===== src/rtl/assert_macros.svh =====
// Assertion helpers shared by the RTL.
`ifndef ASSERT_MACROS_SVH
`define ASSERT_MACROS_SVH

// Same-cycle implication, disabled while reset is asserted.
`define ASSERT_SAME(label, clk, rst_n, ante, cons) \
  label: assert property (@(posedge clk) disable iff (!rst_n) (ante) |-> (cons)) \
    else $error("assertion failed: same-cycle check");

// Next-cycle implication, disabled while reset is asserted.
`define ASSERT_NEXT(label, clk, rst_n, ante, cons) \
  label: assert property (@(posedge clk) disable iff (!rst_n) (ante) |=> (cons)) \
    else $error("assertion failed: next-cycle check");

`endif


===== src/rtl/dsll_pkg.sv =====
package dsll_pkg;

  localparam int KeyW    = 32;
  localparam int TagW    = 16;
  localparam int KindW   = 2;
  localparam int StatusW = 3;

  typedef enum logic [KindW-1:0] {
    KindPush  = 2'd0,
    KindEmit  = 2'd1,
    KindClear = 2'd2
  } kind_e;

  typedef enum logic [StatusW-1:0] {
    StsAccepted = 3'd0,
    StsDup      = 3'd1,
    StsFull     = 3'd2,
    StsEntry    = 3'd3,
    StsEmpty    = 3'd4,
    StsCleared  = 3'd5
  } status_e;

  typedef enum logic {
    StIdle = 1'b0,
    StEmit = 1'b1
  } state_e;

  typedef struct packed {
    logic            valid;
    logic [KeyW-1:0] key;
    logic [TagW-1:0] tag;
  } entry_t;

  typedef struct packed {
    logic push;
    logic rotate;
    logic clear;
  } cell_ctrl_t;

endpackage


===== src/rtl/dsll_cell.sv =====
module dsll_cell
  import dsll_pkg::*;
(
  input  logic            clk_i,
  input  logic            rst_ni,
  input  cell_ctrl_t      ctrl_i,
  input  logic [KeyW-1:0] new_key_i,
  input  logic [TagW-1:0] new_tag_i,
  input  entry_t          left_i,
  input  logic            left_ins_i,
  input  entry_t          right_i,
  input  entry_t          head_i,
  output entry_t          ent_o,
  output logic            ins_o,
  output logic            dup_o
);

  entry_t ent_q, ent_d;

  assign ent_o = ent_q;
  assign ins_o = !ent_q.valid || (ent_q.key > new_key_i);
  assign dup_o = ent_q.valid && (ent_q.key == new_key_i);

  always_comb begin
    ent_d = ent_q;
    if (ctrl_i.clear) begin
      ent_d.valid = 1'b0;
    end else if (ctrl_i.push) begin
      if (ins_o) begin
        if (left_ins_i) begin
          ent_d = left_i;
        end else begin
          ent_d.valid = 1'b1;
          ent_d.key   = new_key_i;
          ent_d.tag   = new_tag_i;
        end
      end
    end else if (ctrl_i.rotate) begin
      // advance towards the head; the last valid cell takes the head back
      if (ent_q.valid) begin
        if (right_i.valid) begin
          ent_d = right_i;
        end else begin
          ent_d = head_i;
        end
      end
    end
  end

  always_ff @(posedge clk_i or negedge rst_ni) begin
    if (!rst_ni) begin
      ent_q <= '0;
    end else begin
      ent_q <= ent_d;
    end
  end

endmodule


===== config.mk =====
export PLATFORM = sky130hd
export DESIGN_NAME = dsll_cell
export DESIGN_NICKNAME = d
export VERILOG_FILES = /design/src/rtl/assert_macros.svh /design/src/rtl/dsll_pkg.sv /design/src/rtl/dsll_cell.sv
export SDC_FILE = /design/constraint.sdc
export NUM_CORES = 1
export LEC_CHECK = 0
export ABC_AREA = 1
export ABC_CLOCK_PERIOD_IN_PS = 2200
export BUFFER_PORTS_ARGS = -buffer_cell sky130_fd_sc_hd__buf_2
export CORE_ASPECT_RATIO = 0.9
export CORE_MARGIN = 4
export CORE_UTILIZATION = 45
export DETAILED_ROUTE_END_ITERATION = 8
export GPL_TIMING_DRIVEN = 0
export PLACE_DENSITY_LB_ADDON = 0.2
export SLEW_MARGIN = 20
export SYNTH_ARGS = -nofsm -noshare
export SYNTH_HDL_FRONTEND = slang
export SYNTH_SLANG_ARGS = --single-unit

===== constraint.sdc =====
create_clock -name clk_i -period 2.2 [get_ports clk_i]
set_clock_uncertainty 0.1 [all_clocks]
set_input_delay 0.44 -clock clk_i [delete_from_list [all_inputs] [get_ports clk_i]]
set_output_delay 0.44 -clock clk_i [all_outputs]
set_load 0.005 [all_outputs]

Word-level counts from Yosys, hierarchy flattened
Index checks and enable logic that the tools add are counted.

word-level totals
  bits in registers = 49
  input port bits = 201
  output and inout port bits = 51
  logic and storage cells = 23

cells by class
  $lt $le $gt $ge = 1
  equal/unequal tests = 3
  multiplexer cells = 7
  bitwise logic cells = 1
  reduce and logical (&&, ||, !) cells = 8

operators by type and width
  cell                                                    number
  2-to-1 mux 49 bit                                       6
  equality test 32 bit                                    1
  > comparator 32 bit                                     1
  AND reduction 4 bit                                     1
  nonzero test 2 bit                                      2
  inequality test 3 x 2 -> 1 bit (second input constant)  1
  nonzero test 3 bit                                      1
  inequality test 2 x 1 -> 1 bit (second input constant)  1
  AND reduction 2 bit                                     1
  logical AND 1 bit                                       1
  logical NOT 1 bit                                       1
  logical OR 1 bit                                        1
  2-to-1 mux 1 bit                                        1
  inverter 1 bit                                          1

Depth between registers and ports, before layout
  word-level depth = 5
  gate-level depth with buffers = 20
  gate-level depth less buffers = 18

Least setup slack after synthesis
OpenSTA, ideal clock, no wires.

  path kind = input-to-reg
  start point = input port new_key_i[31]
  end point = register ent_q, in the netlist ent_o[17]
  setup time = 0.116 ns
  arrival time = 1.823 ns
  required time = 1.984 ns
  slack = 0.160 ns
  stages = 15
  path buffers = 2
  cell sequence = inv_1 ha_1 nand2_1 nor2_2 nand2_1 nor2_1 nand2_1 nand2_1 nand3_2 nand2_4 nand2_4 buf_6 buf_8 nand2_2 nand2_1

on the way
  cells in the longest elaborated chain, start to end = 4

RTL lines
  item                                      RTL line         RTL
  from (decl)                               dsll_cell.sv:7   input logic [KeyW-1:0] new_key_i,
  > comparator 32 bit                       dsll_cell.sv:21  assign ins_o = !ent_q.valid || (ent_q.key > new_key_i);
  logical OR 1 bit                          dsll_cell.sv:21
  inequality test 2 x 1 -> 1 bit (no line)  -
  AND reduction 4 bit (no line)             -
  to (signal assigned)                      dsll_cell.sv:54  ent_q <= ent_d;
  to (decl)                                 dsll_cell.sv:18  entry_t ent_q, ent_d;

Every way passes these cells.
A chain may end at the register's enable or synchronous reset.

Final worst setup path
  start point = register ent_q, in the netlist ent_o[35]
  end point = output port ins_o

on the way
  cells in the longest elaborated chain, start to end = 2

RTL lines
  item                 RTL line         RTL
  > comparator 32 bit  dsll_cell.sv:21
  logical OR 1 bit     dsll_cell.sv:21
  to (decl)            dsll_cell.sv:14  output logic ins_o,

Every way passes these cells.

==> impl_metrics.json <==
{
  "synthesis.yosys.warnings": 0,
  "clock.fmax_mhz": 401,
  "dr.first_iter.drc_count": 536,
  "filler_cell_count": 745,
  "grt.total_usage_pct": 32.6,
  "wl_um": 19700,
  "setup_viol": 51,
  "post-synth-top-area-cell": "sky130_fd_sc_hd__dfrtp_1",
  "crit_arrival_ns": 1.95,
  "crit_slowest_cell": "sky130_fd_sc_hd__dfrtp_1",
  "post_layout_util_pct": 74.1,
  "hold_buffers": 0,
  "grt_antenna_before_repair": 1,
  "main_combinational_cell_family_by_area_after_synthesis": "simple AND/OR/NAND/NOR gates",
  "timing.critical_path.max_delay_family": "simple AND/OR/NAND/NOR gates",
  "ant_nets": 0,
  "failed_checks": "negative setup slack",
  "final_min_period_over_clock_period_pct": 113,
  "max-clock-path-buffers": 2,
  "totalNegativeSetupSlack_ns": -8.67,
  "required_ns": 1.66,
  "detail_route.first_pass.iterations": 5,
  "first_pass_grt_wire_length_um": 27700,
  "synth_flop_cell": "sky130_fd_sc_hd__dfrtp_1",
  "worst_path_largest_cell_delay_ns": 0.39,
  "synth-compound-area-share_pct": 23.8,
  "yosys.area_share.adder_pct": 9.53,
  "grt_overflow_total": 0,
  "most_frequent_cells_after_synthesis": "133 x sky130_fd_sc_hd__nand2_1, 123 x sky130_fd_sc_hd__o21ai_0, 79 x sky130_fd_sc_hd__nor2_1",
  "cp_cell_instances": "ha_1 -> nand2_1 -> inv_2 -> nand2_2 -> nand2_1 -> nand2_2 -> nand3_2 -> a21oi_2 -> nand2_2 -> nand2_2 -> inv_2 -> buf_6",
  "layout_min_cycle_time_ns": 2.49,
  "placeableCoreArea_mm2": 0.00913,
  "syn_nets": 881,
  "design.die.area_mm2": 0.0110,
  "clock_tree.root_cell": "sky130_fd_sc_hd__clkbuf_8",
  "status": "finished, violations left",
  "cts_tree": "done",
  "seq_area_mm2": 0.00123,
  "postSynthCellCount": 648,
  "htree_levels": 2,
  "share_of_synthesized_area_spent_on_multiplexers_pct": 0,
  "cp_common_cell": "sky130_fd_sc_hd__nand2_2",
  "fp.dieW_um": 110,
  "async_reset_ff_share_pct": 100,
  "postSynthRegisterBits": 49,
  "worst-slew-pin-transition_ns": 0.735,
  "initial_core_util_pct": 46.1,
  "synth.most_common_cell": "sky130_fd_sc_hd__nand2_1",
  "endpoint_kind": "primary output",
  "leakagePower_nw": 3.62,
  "cts_inserted_buffers": 5,
  "grt_pass1_vias": 5616,
  "layout.nets": 1182,
  "cts.clk_slew.worst_paths_ns": 0.09,
  "min_path_type": "in -> async",
  "critical_path_peak_fanout": 2,
  "ys_seq_area_share_pct": 29.2,
  "grt_start_max_net_pins": 50,
  "num_io_pins": 252,
  "synth_xor_xnor_area_share_pct": 0,
  "dr_total_vias": 5951,
  "worstPathBufferInverterCount": 3,
  "ir_drop_uv": 336,
  "maxSlewViolCount": 0,
  "dp_hpwl_um": 13900,
  "yosysTopAreaCellShare_pct": 29.2,
  "cap_violations": 0,
  "syn_to_final_growth_pct": 61.0,
  "dp_cells": 1020,
  "clk_lat_worst_skew_ns": 0.31,
  "synth.distinct_cells": 26,
  "final_layout_size_suffix_gt1_share_pct": 45.2,
  "timing_hold_violations_final": 0,
  "avgSynthCellArea_um2": 6.49,
  "synth_area_leaders": "sky130_fd_sc_hd__dfrtp_1 29%, sky130_fd_sc_hd__o21ai_0 15%, sky130_fd_sc_hd__nand2_1 12%",
  "die_height_um": 99.7,
  "post_synth_and_or_nand_nor_area_fraction_pct": 28.1,
  "port-buffer-count": 250,
  "layout.cells.non_filler": 1073,
  "area_taken_by_multi_input_logic_gates_mm2": 0.00310,
  "finalWeightedCongestion": 0.925,
  "largest_register_ffs": 49,
  "criticalPathCategory": "reg -> out",
  "syn_area_mm2": 0.00420,
  "floorplan.rows": 33,
  "power.density_mw_per_mm2": 564,
  "grt_setup_unrepaired": "true",
  "critical_path.startpoint_type": "register",
  "setup_slack_ns": -0.292,
  "clock_net_sink_count": 49,
  "wl_per_cell_um": 18.3,
  "viasPerCell": 5.55,
  "synth_edf_count": 0,
  "drcViolationCount": 0,
  "maxSlewHeadroom_pct": 51.0
}
==> what timing repair did <==
action,in CTS,in global routing
pin swaps,13,20
gates resized for setup,33,110
endpoints found under the setup margin,26,51
setup buffers,20,22
gates cloned,1,4
==> metrics by stage <==
step           setup slack (ns)  hold slack (ns)  total power [mW]  area [um2]
6_report                 -0.292           0.0514              3.81        6770
5_1_grt                  -0.359            0.100              4.05        6770
2_1_floorplan             0.160           0.0444              1.93        4200
4_1_cts                  -0.213            0.295              3.38        6070
3_5_place_dp             -0.298            0.354              2.59        5610
3_3_place_gp             -0.230            0.353              2.54        5610
==> layout by cell type (no fill, tap or decap), types with 2 or more instances in the layout <==
cell type                   count
sky130_fd_sc_hd__nor2_1        76
sky130_fd_sc_hd__inv_1         40
sky130_fd_sc_hd__buf_6         10
sky130_fd_sc_hd__nand2_2       49
sky130_fd_sc_hd__o21ai_0      122
sky130_fd_sc_hd__a21oi_1       38
sky130_fd_sc_hd__nand2_1       76
sky130_fd_sc_hd__nand3_1       45
sky130_fd_sc_hd__ha_4          15
sky130_fd_sc_hd__ha_1          17
sky130_fd_sc_hd__nand3_2        6
sky130_fd_sc_hd__nand4_1        2
sky130_fd_sc_hd__nand2_8        2
sky130_fd_sc_hd__a21oi_2        7
sky130_fd_sc_hd__o22ai_1       17
sky130_fd_sc_hd__dfrtp_2        3
sky130_fd_sc_hd__nor2_2         5
sky130_fd_sc_hd__nand2_4       18
sky130_fd_sc_hd__buf_2        253
sky130_fd_sc_hd__inv_2          3
sky130_fd_sc_hd__buf_12         3
sky130_fd_sc_hd__clkbuf_16      4
sky130_fd_sc_hd__clkinv_1       3
sky130_fd_sc_hd__buf_4         33
sky130_fd_sc_hd__buf_8          5
sky130_fd_sc_hd__o21ai_1        9
sky130_fd_sc_hd__clkbuf_1      29
sky130_fd_sc_hd__dfrtp_1       46
sky130_fd_sc_hd__clkbuf_8       7
==> layer usage <==
metal  track usage (%)  wire length [um]
met5                 0                 0
met4              11.0               621
met3              6.04              2120
met2              55.7              9710
met1              41.0              7220
==> where the power goes <==
group | switching [mW] | leakage [nW] | total, mW | internal, mW
registers | 0.198 | 0.628 | 1.29 | 1.09
logic | 0.978 | 2.94 | 1.91 | 0.936
clock network | 0.326 | 0.0542 | 0.611 | 0.285
total | 1.50 | 3.62 | 3.81 | 2.31
==> worst reg2reg max path: stages (launching register included) <==
cell                      delay (ns)
sky130_fd_sc_hd__dfrtp_1        0.42
sky130_fd_sc_hd__ha_4           0.29
sky130_fd_sc_hd__nand2_4        0.06
sky130_fd_sc_hd__nor2_4         0.14
sky130_fd_sc_hd__nand4_1        0.13
sky130_fd_sc_hd__nor2_2         0.16
sky130_fd_sc_hd__nand2_1        0.09
sky130_fd_sc_hd__nand2_2        0.09
sky130_fd_sc_hd__buf_6          0.11
sky130_fd_sc_hd__nand3_4        0.09
sky130_fd_sc_hd__nand2_8        0.12
sky130_fd_sc_hd__nand2_8        0.08
sky130_fd_sc_hd__buf_12         0.17
sky130_fd_sc_hd__buf_12         0.15
sky130_fd_sc_hd__nand2_2        0.06
sky130_fd_sc_hd__nand2_1        0.05
==> logic make-up after synthesis <==
kind of cell	after synthesis
adder cells (fa/ha/maj)	32
buffers and inverters	91
AO/OA/AOI/OAI	194
flip-flops	49
AND/OR/NAND/NOR	282
==> final cells by class <==
type / count / share of cell area (%)
repair buffers: 297 / 26.0
clock inverters: 1 / 0.0740
clock buffers: 7 / 1.42
flip-flops and latches: 49 / 18.2
multi-input cells: 508 / 45.9
diodes: 1 / 0.0370
well taps: 122 / 2.26
plain buffers: 42 / 3.64
inverters: 46 / 2.55
==> final timing paths <==
| check | from | end | slack [ns] | depth (start not counted) |
|---|---|---|---|---|
| max | ent_o[35]$_DFFE_PN0P_ | ins_o | -0.29 | 12 |
| min | rst_ni | ent_o[26]$_DFFE_PN0P_ | 0.05 | 1 |
| max reg2reg | ent_o[39]$_DFFE_PN0P_ | ent_o[34]$_DFFE_PN0P_ | -0.21 | 15 |
| min reg2reg | ent_o[12]$_DFFE_PN0P_ | ent_o[12]$_DFFE_PN0P_ | 0.40 | 2 |
| max in group asynchronous | rst_ni | ent_o[31]$_DFFE_PN0P_ | 1.46 | 1 |
| min in group clk_i | ent_o[12]$_DFFE_PN0P_ | ent_o[12]$_DFFE_PN0P_ | 0.40 | 2 |
(Power assumes the default switching activity.)
